File: src/rtl/core/dhf_pkg.sv
// Shared types and constants of the depth hole-fill and spike filter.
// No dependencies; imported by every module of the block except dhf_ram.
package dhf_pkg;

  localparam int PIXEL_BITS  = 8;
  localparam int EDGE_MARGIN = 2;
  localparam int COORD_BITS  = 11;
  localparam int REG_BITS    = 12;
  localparam int MIN_SIDE    = 5;
  localparam int COORD_LIMIT = 2048;

  typedef logic [PIXEL_BITS-1:0] pixel_t;
  typedef logic [COORD_BITS-1:0] coord_t;
  typedef logic [REG_BITS-1:0]   size_t;

  // One window column, top row oldest.
  typedef struct packed {
    pixel_t top;
    pixel_t mid;
    pixel_t bot;
  } column_t;

  // Center pixel and its four direct neighbours.
  typedef struct packed {
    pixel_t up;
    pixel_t cur;
    pixel_t down;
    pixel_t left;
    pixel_t right;
  } cross_t;

  // Register indexes.
  localparam logic [1:0] REG_WIDTH  = 2'd0;
  localparam logic [1:0] REG_HEIGHT = 2'd1;
  localparam logic [1:0] REG_THRESH = 2'd2;

  // Result slots of one input beat, in emission order.
  localparam logic [1:0] RES_DIAG = 2'd0;  // pixel one row up, one column left
  localparam logic [1:0] RES_EDGE = 2'd1;  // last column of the row above
  localparam logic [1:0] RES_LAST = 2'd2;  // the pixel itself, last row only

  localparam int RES_SLOTS = 3;

endpackage

File: src/rtl/core/dhf_cell.sv
// Window cell: holds one 3-pixel column and hands it to the next cell.
// Depends on dhf_pkg.
module dhf_cell (
  input  logic             clk,
  input  logic             rst,
  input  logic             shift,
  input  dhf_pkg::column_t col_in,
  output dhf_pkg::column_t col_out
);
  import dhf_pkg::*;

  always_ff @(posedge clk) begin
    if (rst) begin
      col_out <= '0;
    end else if (shift) begin
      col_out <= col_in;
    end
  end

endmodule

File: config.mk
export PLATFORM = sky130hd
export DESIGN_NAME = dhf_cell
export DESIGN_NICKNAME = d
export VERILOG_FILES = /design/src/rtl/core/dhf_pkg.sv /design/src/rtl/core/dhf_cell.sv
export SDC_FILE = /design/constraint.sdc
export NUM_CORES = 1
export LEC_CHECK = 0
export ABC_AREA = 0
export BUFFER_PORTS_ARGS = -buffer_cell sky130_fd_sc_hd__buf_2
export CAP_MARGIN = 20
export CORE_MARGIN = 5
export CORE_UTILIZATION = 40
export DETAILED_ROUTE_END_ITERATION = 16
export GPL_TIMING_DRIVEN = 0
export PLACE_DENSITY = 0.74
export SLEW_MARGIN = 20
export SYNTH_ARGS = -nofsm -noshare
export SYNTH_HDL_FRONTEND = slang
export SYNTH_SLANG_ARGS = --single-unit
export TNS_END_PERCENT = 100
File: constraint.sdc
create_clock -name clk -period 0.8 [get_ports clk]
set_input_delay 0.08 -clock clk [delete_from_list [all_inputs] [get_ports clk]]
set_output_delay 0.08 -clock clk [all_outputs]
set_load 0.01 [all_outputs]
==> reports/results.txt <==
Final min period -> 0.850 ns
Die Area -> 3210 µm²
RSZ-0062 raised after global routing -> true
Leakage power -> 0.721 nW
Final core utilization -> 71.2%
FF-to-FF Start -> col_out[11]
Antenna cells -> 0
Crit. End Element -> output pin
Fmax -> 1.18 GHz
Post-DP HPWL -> 1440 µm
Sequential area share after synthesis -> 55.3%
Final hold violations -> 0
CP arrival -> 0.77 ns
Fin crit share -> 106%
WP data required -> 0.72 ns
Final net count -> 166
Number of flip-flops in the largest register -> 24
Num CTS Buffers -> 3
Total power -> 0.00241 W
Flops & latches, synth -> 24
Final Wtd Congestion -> 0.662
Power per cell area -> 1670 nW/µm²
Max Transition Viols Final -> 0
Total GRT Usage -> 13.1%
Vias per cell -> 4.58
Drc violations -> 0
Critical path, cell by cell -> buf_6
Rows -> 16
Synth-to-layout area growth -> 65.6%
Overflow after GRT -> 0
Critical path class -> register to output pin
Syn_nets -> 104
Routed len/inst -> 12.8 µm
Worst-Skew Late Latency -> 0.30 ns
Least-Margin Pin Slew -> 0.438 ns
Post-synth cell types -> 6
Initial antenna violation count -> 0
Clock transition at path regs -> 0.12 ns
Syn Area/Cell -> 11.3 µm²
Reg with most FFs -> col_out
Initial DRC count -> 5
Top sig layer -> met4
Routed met3 length -> 95 µm
Metal2 WL -> 1130 µm
Core area -> 2020 µm²
Worst setup margin -> -0.0500 ns
WL met1 -> 836 µm
Synth warnings -> 0
Hold_sp -> col_in[7]
DP Worst Slack -> -0.00801 ns
CP Launch Point -> col_out[11]
Worst min path class -> input pin to register
Post-route ant nets -> 0
Port Buffers -> 49
Layout cells sized above 1 -> 59.4%
Via total after detailed routing -> 755
1st-pass router iterations -> 4
R2R Setup Slk -> 0.05 ns
Die Ht -> 56.6 µm
Status -> finished, violations left
Peak VDD IR -> 1.19 mV
Startpoint class of the critical path -> register
Top-Level Pins -> 51
Sink Count -> 24
Skew final -> 0 ns
CTS Root Buffer Type -> clkbuf_4
Clock tree buffer depth -> 2
CP max stage cell -> dfxtp_2
Slew margin rel. -> 70.8%
Max cap viols -> 0
H-tree level count -> 1
Mapped Cells -> 77
Failing checks -> setup timing
CP max stage delay -> 0.35 ns
CTS tree -> yes
Starting Density -> 43.0%
DRT Wirelength -> 2110 µm
Fill count -> 163
Die X -> 56.6 µm
Final setup fails -> 24
Pin count of the biggest net entering global routing -> 14
Worst path top cell family by delay -> flip-flops
Crit Path Max Fanout -> 2
Worst Path Buf+Inv -> 1
Top flop regs -> col_out: 24 flops
Vias in the first global route -> 792
First-pass GRT wire length -> 3330 µm
Synthesized cell area -> 870 µm²
Setup TNS -> -1.03 ns
## through the flow
step | cells | hold WS [ns] | cell area (µm²)
global placement | 153 | 0.312 | 1150
global route | 165 | 0.000426 | 1440
detailed placement | 153 | 0.320 | 1150
floorplan | 77 | 0.152 | 870
finish | 165 | 0.00142 | 1440
CTS | 163 | 0.000255 | 1420
## cells in the mapped netlist
cell type	n	area [µm²]
buf_6	1	11.3
nor2_1	24	90.1
dfxtp_1	24	480
buf_12	2	40.0
clkbuf_1	2	7.51
mux2i_1	24	240
## report_power, final
part	switching [W]	total, W	internal, W
sequential	0.0000495	0.00133	0.00128
clock	0.000337	0.000615	0.000278
combinational	0.000176	0.000464	0.000288
## logic make-up (layout without fill, tap and decap cells)
| family | Yosys count | count (layout) | synth area share, % |
|---|---|---|---|
| simple gates | 24 | 24 | 10.4 |
| flops | 24 | 24 | 55.3 |
| buf+inv | 5 | 66 | 6.76 |
| mux | 24 | 24 | 27.6 |
## cell usage in the layout, fill, tap and decap left out
master	n
buf_12	2
buf_2	25
buf_4	2
buf_6	25
clkbuf_1	2
clkbuf_4	3
clkbuf_8	1
dfxtp_2	24
dlygate4sd3_1	6
mux2i_1	24
nor2_1	24
## path summary, 6_finish.rpt
kind                      end  cells after the start
setup / recovery  col_out[11]                      1
hold / removal     col_out[7]                      3
setup reg to reg  col_out[11]                      3
hold reg to reg    col_out[3]                      2
## cell type report
class	instances	area (µm²)	share of cell area, %
Sequential cell	24	510	35.4
Timing Repair Buffer	57	470	32.7
Multi-Input combinational cell	48	330	22.9
Buffer	5	58.8	4.08
Clock buffer	4	36.3	2.52
Tap cell	27	33.8	2.35
## per-layer routing
layer  vias up  global-route usage [%]
met1       350                    14.1
met2        27                    24.4
met3         4                    1.61
met4         0                    7.12
met5         -                       0
li1        374                       -
## repair_timing
item	CTS	global route
buffers inserted	1	1
setup endpoints to repair	24	24
hold buffers	5	1
resized for setup	48	0
endpoints found under the hold margin	8	1
Note: power is estimated with default switching activity, not from simulation.
