<file path="src/rtl/core/dhf_pkg.sv">
// Shared types and constants of the depth hole-fill and spike filter.
// No dependencies; imported by every module of the block except dhf_ram.
package dhf_pkg;

  localparam int PIXEL_BITS  = 8;
  localparam int EDGE_MARGIN = 2;
  localparam int COORD_BITS  = 11;
  localparam int REG_BITS    = 12;
  localparam int MIN_SIDE    = 5;
  localparam int COORD_LIMIT = 2048;

  typedef logic [PIXEL_BITS-1:0] pixel_t;
  typedef logic [COORD_BITS-1:0] coord_t;
  typedef logic [REG_BITS-1:0]   size_t;

  // One window column, top row oldest.
  typedef struct packed {
    pixel_t top;
    pixel_t mid;
    pixel_t bot;
  } column_t;

  // Center pixel and its four direct neighbours.
  typedef struct packed {
    pixel_t up;
    pixel_t cur;
    pixel_t down;
    pixel_t left;
    pixel_t right;
  } cross_t;

  // Register indexes.
  localparam logic [1:0] REG_WIDTH  = 2'd0;
  localparam logic [1:0] REG_HEIGHT = 2'd1;
  localparam logic [1:0] REG_THRESH = 2'd2;

  // Result slots of one input beat, in emission order.
  localparam logic [1:0] RES_DIAG = 2'd0;  // pixel one row up, one column left
  localparam logic [1:0] RES_EDGE = 2'd1;  // last column of the row above
  localparam logic [1:0] RES_LAST = 2'd2;  // the pixel itself, last row only

  localparam int RES_SLOTS = 3;

endpackage

</file>
<file path="src/rtl/core/dhf_filter.sv">
// Hole fill and spike test on the window center.
// Depends on dhf_pkg.
module dhf_filter (
  input  dhf_pkg::cross_t win,
  input  dhf_pkg::pixel_t thresh,
  output dhf_pkg::pixel_t result
);
  import dhf_pkg::*;

  logic [PIXEL_BITS:0] lim_left, lim_right, lim_up, lim_down;
  logic [PIXEL_BITS:0] cur_x, sum_h, sum_v;
  logic                spike_h, spike_v;

  always_comb begin
    cur_x     = {1'b0, win.cur};
    lim_left  = {1'b0, win.left}  + {1'b0, thresh};
    lim_right = {1'b0, win.right} + {1'b0, thresh};
    lim_up    = {1'b0, win.up}    + {1'b0, thresh};
    lim_down  = {1'b0, win.down}  + {1'b0, thresh};
    sum_h     = {1'b0, win.left} + {1'b0, win.right};
    sum_v     = {1'b0, win.up}   + {1'b0, win.down};
    spike_h   = (win.left != '0) && (win.right != '0) &&
                (cur_x > lim_left) && (cur_x > lim_right);
    spike_v   = (win.up != '0) && (win.down != '0) &&
                (cur_x > lim_up) && (cur_x > lim_down);
    priority if (win.cur == '0) begin
      if (win.up != '0) begin
        result = win.up;
      end else begin
        result = win.left;
      end
    end else if (spike_h) begin
      result = sum_h[PIXEL_BITS:1];
    end else if (spike_v) begin
      result = sum_v[PIXEL_BITS:1];
    end else begin
      result = win.cur;
    end
  end

endmodule

</file>
<file path="config.mk">
export PLATFORM = sky130hd
export DESIGN_NAME = dhf_filter
export DESIGN_NICKNAME = d
export VERILOG_FILES = /design/src/rtl/core/dhf_pkg.sv /design/src/rtl/core/dhf_filter.sv
export SDC_FILE = /design/constraint.sdc
export NUM_CORES = 1
export LEC_CHECK = 0
export ABC_AREA = 1
export BUFFER_PORTS_ARGS = -buffer_cell sky130_fd_sc_hd__buf_2
export CAP_MARGIN = 25
export CORE_MARGIN = 2
export CORE_UTILIZATION = 50
export DETAILED_ROUTE_END_ITERATION = 10
export PLACE_DENSITY = 0.79
export SYNTH_ARGS = -nofsm -noshare
export SYNTH_HDL_FRONTEND = slang
export SYNTH_SLANG_ARGS = --single-unit
</file>
<file path="constraint.sdc">
create_clock -name vclk -period 2.9
set_clock_uncertainty 0.2 [all_clocks]
set_input_delay 0.29 -clock vclk [all_inputs]
set_output_delay 0.29 -clock vclk [all_outputs]
set_load 0.005 [all_outputs]
</file>
==> results of run 1 <==
[cell families (layout without fill, tap and decap cells)]
logic type / count (synthesis) / after routing
adder cells (fa/ha/maj): 84 / 84
buffers and inverters: 69 / 214
AND/OR/NAND/NOR: 215 / 216
AO/OA/AOI/OAI: 81 / 81
XOR/XNOR: 34 / 34
[critical path: cells and delay by family]
family                     cells  cell delay, ps
adders and majority gates      2             450
buffers and inverters          4             530
AOI/OAI and AO/OA              4             550
and+or+nand+nor               13            1070
xor gates and xnor gates       1             180
[path summary, 6_finish.rpt]
check	from	endpoint	slack (ps)	cells after the start
setup / recovery	thresh[0]	result[1]	-670	24
hold / removal	win[24]	result[0]	860	6
[cell type report]
class,count,area [µm²]
inverters,69,259
well taps,75,93.8
fillers,504,1570
repair buffers,145,983
multi-input cells,415,3050
[cells in the final DEF, fill, tap and decap left out, types with 3 or more instances in the layout]
master    netlist  final
a211oi_1        3      3
a21o_1          5      5
a21oi_1        45     34
a21oi_2         3     14
a31oi_1         3      3
buf_2           0     51
buf_4           0     89
buf_6           0      4
fa_1            6      4
ha_1           78     70
ha_4            0      7
inv_1          64     64
inv_2           2      3
nand2_1       120    115
nand2_2         3      8
nand3_1        30     24
nand3_2         1      7
nand4_1        14     14
nor2_1         35     33
nor2_2          2      3
o21ai_0         7      6
o21ai_1         4      4
o21bai_1        6      6
xnor2_1        14     14
xor2_1         20     19
[per-layer routing]
layer	vias up	track usage (%)	share of wire, %
met1	1834	39.5	42
met5	-	0	0
met4	0	10.8	3.5
met3	37	0.870	5.8
met2	148	60.9	49
li1	1931	-	-
[stage by stage]
step | setup TNS [ps] | utilization (%) | total power [µW] | instances
after global routing | -6980 | 73.6 | 1220 | 704
final | -5070 | 73.6 | 1090 | 704
after CTS | -5170 | 72.2 | 1050 | 701
after floorplan | -1560 | - | 628 | 483
after detailed placement | -6440 | 70.2 | 1010 | 696
after global placement | -5490 | 70.2 | 968 | 696
[power breakdown]
group	leakage, µW	total, µW	internal (µW)	switching, µW
clock network	0	0	0	0
registers	0	0	0	0
logic	0.00247	1090	497	590
[timing repair]
action | CTS | global route
buffers inserted | 4 | 3
pin swaps | 16 | 5
cloned | 1 | 0
resized for setup | 22 | 12
setup endpoints to repair | 8 | 8
==> impl_metrics.toml, run 1 <==
[sta]
rsz0062_at_grt = "true"
holdWs_ps = 861
timing.fmax_mhz = 280
relSlewSlack_pct = 78.4
period_share_pct = 123
min_period_ps = 3570
setup_violations = 8
setup_ws_ps = -671
finalHoldViolCount = 0
drv_slew = 0
tightest_slew_ps = 320

[logic_synthesis]
ys_seq_area_share_pct = 0
syn_area_per_cell_um2 = 6.39
synth_xor_area_share_pct = 9.64
ys_types = 34
synth_fp_nets = 615
synth_commonest_cells = "nand2_1 (120), ha_1 (78), inv_1 (64), a21oi_1 (45), nor2_1 (35)"
yosysTopAreaCellShare_pct = 31.6
syn_inst = 483
yosys.area_share.simple_pct = 31.0
syn-cell-area_um2 = 3090
muxShareOfSynthArea_pct = 0
synth_fa_ha_area_share_pct = 35.5
synth_top_cell_by_area = "ha_1"
synth_compound_area_share_pct = 15.5
synth.most_common_cell = "nand2_1"
synth_area_leaders = "ha_1 (32%), nand2_1 (15%), inv_1 (7.8%)"
ys_warn_count = 0
synth_top_family_by_area = "adder cells"

[setup_path]
end_kind = "output pin"
critical_path_class = "input pin to output pin"
crit_required_ps = 2410
worstPathMaxFanout = 5
critPathMaxStageDelay_ps = 270
worst_path_max_delay_cell = "ha_1"
startpoint_type = "input pin"
crit_top_cell = "nand2_1"
critPathArrivalTime_ps = 3080
path_cells = "buf_4 > ha_2 > buf_4 > nand3_1 > nand2_1 > a21oi_2 > o21bai_1 > nand2_1 > nand2_1 > a21oi_1 > xor2_1 > ha_1 > nand3_1 > nor2_1 > nand2_1 > nand3_2 > nor3_4 > buf_4 > nand3_4 > nand2_2 > nand2_1 > o21ai_1 > nand2_1 > buf_2"

[placement]
preCtsSetupSlack_ps = -827
portBuffers = 56
hpwl_um = 9110
gp_congestion = 0.993
placed_area_um2 = 4180

[die]
initial_core_util_pct = 51.8
dieArea_um2 = 6820
core_um2 = 5960
pin_count = 56
rows = 28
die_y_um = 82.6
die_width_um = 82.6

[grt]
grt_pass1_vias = 3825
grt_pass1_wl_um = 17100
antenna_found_initial = 0
gr-total-overflow = 0
grtUsageTotal_pct = 32.4
grt_max_degree = 11

[detailed_routing]
ant_nets = 0
first_pass_iters = 7
routed_wl_um = 10600
avgViaCountPerCell = 5.61
routed-via-count = 3950
drt_iter0_drc = 175
drc = 0
wl_per_cell_um = 15.1

[status]
violations = "setup timing"
status = "finished with violations"

[finish]
area_growth_pct = 41.9
clkbuf_count = 0
postLayoutCellArea_um2 = 4380
drive_above_1_share_pct = 31.8
seq_cells = 0
antenna_cells = 0
area.sequential_um2 = 0
finalNetCount = 763

[job]
drv_cap = 0

[power]
p_per_area_nw_per_um2 = 248
p_leak_uw = 0.00247
ir_drop_v = 0.000135

[worst_hold_path]
hp-class = "input pin to output pin"

[clock_tree]
hold_buffers = 0
Note: power is estimated with default switching activity, not from simulation.
==> inputs of run 2 (changes only) <==
--- a/config.mk
+++ b/config.mk
@@ -11,7 +11,9 @@
 export CORE_MARGIN = 2
 export CORE_UTILIZATION = 50
 export DETAILED_ROUTE_END_ITERATION = 10
-export PLACE_DENSITY = 0.79
+export GPL_ROUTABILITY_DRIVEN = 0
+export PLACE_DENSITY_LB_ADDON = 0.05
+export RECOVER_POWER = 50
 export SYNTH_ARGS = -nofsm -noshare
 export SYNTH_HDL_FRONTEND = slang
 export SYNTH_SLANG_ARGS = --single-unit
==> run 2 against run 1 <==
Against the previous run: the run still ends with setup timing left; largest cell class unchanged; setup slack got worse by 100 ps; utilization rose by 5.3 points; total power up 7.4%; largest power group unchanged; flip-flop and latch count did not move; clock-buffer cell count did not move.
==> impl_metrics.toml, run 2 (synthesized netlist as in run 1, its figures left out) <==
[sta]
period_share_pct = 127
relSlewSlack_pct = 77.7
timing.fmax_mhz = 272
rsz0062_at_grt = "true"
tightest_slew_ps = 332
finalHoldViolCount = 0
drv_slew = 0
setup_ws_ps = -772
min_period_ps = 3670
setup_violations = 8

[status]
status = "finished with violations"
violations = "setup timing"

[setup_path]
worstPathMaxFanout = 8
startpoint_type = "input pin"
critPathMaxStageDelay_ps = 320
critical_path_class = "input pin to output pin"
worst_path_max_delay_cell = "ha_1"
end_kind = "output pin"
critPathArrivalTime_ps = 3180
crit_required_ps = 2410
crit_top_cell = "nand2_1"
path_cells = "buf_2 > buf_4 > ha_1 > a21oi_2 > o21bai_1 > a21o_1 > a21oi_2 > xor2_1 > ha_1 > nand2_1 > inv_1 > nand3_2 > nand3_2 > nor2_1 > nand2_1 > inv_1 > nand2_2 > nor2_4 > nand2_1 > nand2_1 > nand2_1 > nand2_1 > buf_2"

[power]
sw_frac_of_total_pct = 53.4
ir_drop_v = 0.000146
p_per_area_nw_per_um2 = 248
power_frac_clock_pct = 0
p_leak_uw = 0.00257
p_comb_share_pct = 100.0
p_int_uw = 543
p_sw_uw = 623
finalPower_uw = 1170
seq_power_share_pct = 0

[detailed_routing]
wl_per_cell_um = 15.4
routed-via-count = 3923
drc = 0
first_pass_iters = 5
avgViaCountPerCell = 5.45
routed_wl_um = 11100
drt_iter0_drc = 166
ant_nets = 0

[die]
die_y_um = 82.6
initial_core_util_pct = 51.8
pin_count = 56
die_width_um = 82.6
core_um2 = 5960
dieArea_um2 = 6820
rows = 28

[worst_hold_path]
hold-path-cell-count = 5
min-delay-start = "win[37]"
hp-class = "input pin to output pin"
min_to = "result[5]"

[finish]
seq_cells = 0
drive_above_1_share_pct = 37.1
multiInputGateArea_um2 = 3210
layout_common_cells = "nand2_1 (108), buf_4 (102), inv_1 (64), ha_1 (64), buf_2 (50)"
mostFrequentLayoutCell = "nand2_1"
finalNetCount = 779
antenna_cells = 0
fill_cells = 430
clkbuf_count = 0
postLayoutCellArea_um2 = 4700
area.sequential_um2 = 0
area_growth_pct = 52.2

[grt]
grt_pass1_vias = 3622
grt_pass1_wl_um = 16700
gr-total-overflow = 0
antenna_found_initial = 0
grt_max_degree = 11
grtUsageTotal_pct = 31.6

[placement]
preCtsSetupSlack_ps = -746
portBuffers = 56
placed_area_um2 = 4270
hpwl_um = 8670

[job]
drv_cap = 0

[clock_tree]
hold_buffers = 0
run 2: cell count changes in the layout (fill, tap and decap cells not counted), moves of 3 or more:
cell,before,now
buf_4,89,102
ha_4,7,14
nand2_1,115,108
ha_1,70,64
nand2_2,8,14
nand3_1,24,19
nand3_2,7,12
a21oi_1,34,31
a21oi_2,14,17
run 2: worst max-delay path: cells and delay by family:
kind	cells	cell delay [ps]
fa+ha+maj	2	610
simple gates	11	960
compound gates	4	590
buf+inv	5	520
xor+xnor	1	220
run 2: worst max-delay path by stage:
stage / startpoint / to / slack, ps / depth (start not counted)
3_3_place_gp: thresh[2] / result[1] / -730 / 24
5_1_grt: thresh[3] / result[6] / -930 / 23
2_1_floorplan: win[18] / result[4] / -220 / 20
3_5_place_dp: thresh[1] / result[1] / -750 / 24
4_1_cts: thresh[2] / result[6] / -610 / 25
6_report: thresh[3] / result[6] / -770 / 23
run 2: per-stage QoR:
step	cells	setup TNS, ps	hold slack [ps]	util [%]
2_1_floorplan	483	-1560	510	-
3_3_place_gp	708	-5720	833	71.7
3_5_place_dp	708	-5850	837	71.7
4_1_cts	718	-4700	845	76.8
5_1_grt	720	-6990	878	78.9
6_report	720	-5620	859	78.9
run 2: layout make-up:
type,instances,area share (%)
inverters,69,5.51
multi-input cells,415,68.2
well taps,75,2.00
repair buffers,161,24.3
run 2: repair_timing:
item | 4_1_cts | 5_1_grt
endpoints found under the hold margin | 0 | 0
resized for setup | 46 | 27
setup buffers | 9 | 4
gates cloned | 1 | 0
setup endpoints to repair | 8 | 8
pin swaps | 44 | 40
run 2: power by group through the flow:
| stage | Combinational [µW] | Sequential (µW) | Clock, µW |
|---|---|---|---|
| 2_1_floorplan | 628 | 0 | 0 |
| 3_3_place_gp | 979 | 0 | 0 |
| 3_5_place_dp | 1010 | 0 | 0 |
| 4_1_cts | 1090 | 0 | 0 |
| 5_1_grt | 1290 | 0 | 0 |
| 6_report | 1170 | 0 | 0 |
run 2: per-layer routing:
layer / global-route usage, % / vias to the layer above / wire length [µm]
li1: - / 1966 / -
met1: 41.9 / 1781 / 4880
met2: 55.9 / 144 / 5350
met3: 1.52 / 32 / 571
met4: 7.70 / 0 / 297
met5: 0 / - / 0
==> inputs of run 3 (changes only) <==
--- a/config.mk
+++ b/config.mk
@@ -14,6 +14,7 @@
 export GPL_ROUTABILITY_DRIVEN = 0
 export PLACE_DENSITY_LB_ADDON = 0.05
 export RECOVER_POWER = 50
+export REMOVE_ABC_BUFFERS = 1
 export SYNTH_ARGS = -nofsm -noshare
 export SYNTH_HDL_FRONTEND = slang
 export SYNTH_SLANG_ARGS = --single-unit
==> run 3 against run 2 <==
Against the previous run: the flow still finishes with violations (setup timing); utilization is 0.27 points higher; non-clock buffer count is 4 higher; sequential share of layout area stayed put; design area is 0.35% higher; global-route usage is 0.21 points higher; hold slack worse by 19 ps; maximum frequency is 0.33% lower; final cell count is 0.56% higher; setup slack worse by 12 ps; critical path depth stayed put; clock-buffer cell count stayed put; highest routed layer unchanged.
==> impl_metrics.toml, run 3 (synthesized netlist as in run 1, its figures left out) <==
[status]
violations = "setup timing"
status = "finished with violations"

[sta]
tightest_slew_ps = 335
relSlewSlack_pct = 77.3
setup_violations = 8
min_period_ps = 3680
drv_slew = 0
setup_ws_ps = -785
rsz0062_at_grt = "true"
timing.fmax_mhz = 271
finalHoldViolCount = 0
finalSetupTns_ps = -6030
period_share_pct = 127

[finish]
antenna_cells = 0
mostFrequentLayoutCell = "nand2_1"
multiInputGateArea_um2 = 3210
fill_cells = 427
clkbuf_count = 0
finalNetCount = 783
area_growth_pct = 52.8
seq_cells = 0
postLayoutCellArea_um2 = 4720
layout_common_cells = "nand2_1 (109), buf_4 (107), ha_1 (65)"
area.sequential_um2 = 0
drive_above_1_share_pct = 37.6

[detailed_routing]
wl_per_cell_um = 16.0
drc = 0
drt_iter0_drc = 217
routed-via-count = 3964
routed_wl_um = 11600
first_pass_iters = 4
avgViaCountPerCell = 5.48
ant_nets = 0

[power]
ir_drop_v = 0.000173
p_per_area_nw_per_um2 = 255
p_leak_uw = 0.00259

[placement]
portBuffers = 56
placed_area_um2 = 4150
hpwl_um = 8770
preCtsSetupSlack_ps = -886

[setup_path]
crit_top_cell = "nand2_1"
critPathArrivalTime_ps = 3190
crit_required_ps = 2410
path_cells = "buf_2 > buf_4 > ha_4 > buf_4 > inv_1 > o21bai_2 > a31oi_4 > xor2_1 > ha_1 > nand2_1 > nor2_2 > nand2_1 > nand3_1 > nand2_1 > nand2_1 > nand2_1 > nand2_1 > nand2_2 > nor2_1 > buf_4 > a21oi_2 > a21oi_1 > buf_2"
worstPathMaxFanout = 8
path_buf_inv = 6
critical_path_class = "input pin to output pin"
end_kind = "output pin"
worst_path_max_delay_cell = "ha_1"
critPathMaxStageDelay_ps = 320
cp_top_family = "simple AND/OR/NAND/NOR gates"
startpoint_type = "input pin"

[job]
drv_cap = 0

[grt]
grt_pass1_wl_um = 16600
grt_max_degree = 11
grt_pass1_vias = 3616
gr-total-overflow = 0
antenna_found_initial = 0
grtUsageTotal_pct = 31.8

[die]
pin_count = 56
die_y_um = 82.6
die_width_um = 82.6
initial_core_util_pct = 51.8
dieArea_um2 = 6820
core_um2 = 5960
rows = 28

[worst_hold_path]
hp-class = "input pin to output pin"
-- run 3: where the power goes --
group	internal, µW	switching (µW)
registers	0	0
clock network	0	0
logic	557	644
total	557	644
-- run 3: final timing paths --
| check | startpoint | end | cells past startpoint |
|---|---|---|---|
| setup / recovery | thresh[3] | result[7] | 23 |
| hold / removal | win[24] | result[0] | 6 |
-- run 3: worst min-delay path, stage by stage --
cell	delay, ps
buf_2	110
nand2_1	50
nand3_1	60
nand3_1	60
nand2_1	70
buf_2	110
-- run 3: stage by stage --
| step | hold WS [ps] | instances | total power (µW) | util [%] |
|---|---|---|---|---|
| 2_1_floorplan | 510 | 483 | 606 | - |
| 3_3_place_gp | 825 | 706 | 955 | 69.7 |
| 3_5_place_dp | 828 | 706 | 988 | 69.7 |
| 4_1_cts | 830 | 718 | 1070 | 75.3 |
| 5_1_grt | 883 | 724 | 1320 | 79.2 |
| 6_report | 840 | 724 | 1200 | 79.2 |
-- run 3: area by class of cell --
type                            count  share of cell area [%]
Multi-Input combinational cell    415                    68.0
Timing Repair Buffer              165                    24.5
Inverter                           69                    5.54
Tap cell                           75                    1.99
-- run 3: per-layer routing --
metal | track usage, % | wire length [µm]
met3 | 0.978 | 762
met5 | 0 | 0
met2 | 58.0 | 5530
met1 | 42.2 | 4850
met4 | 4.92 | 422
-- run 3: repair_timing --
item / CTS / global route
setup buffers: 11 / 6
gates resized for setup: 49 / 37
endpoints found under the setup margin: 8 / 8
cloned: 1 / 0
hold buffers: 0 / 0
pin swaps: 29 / 43
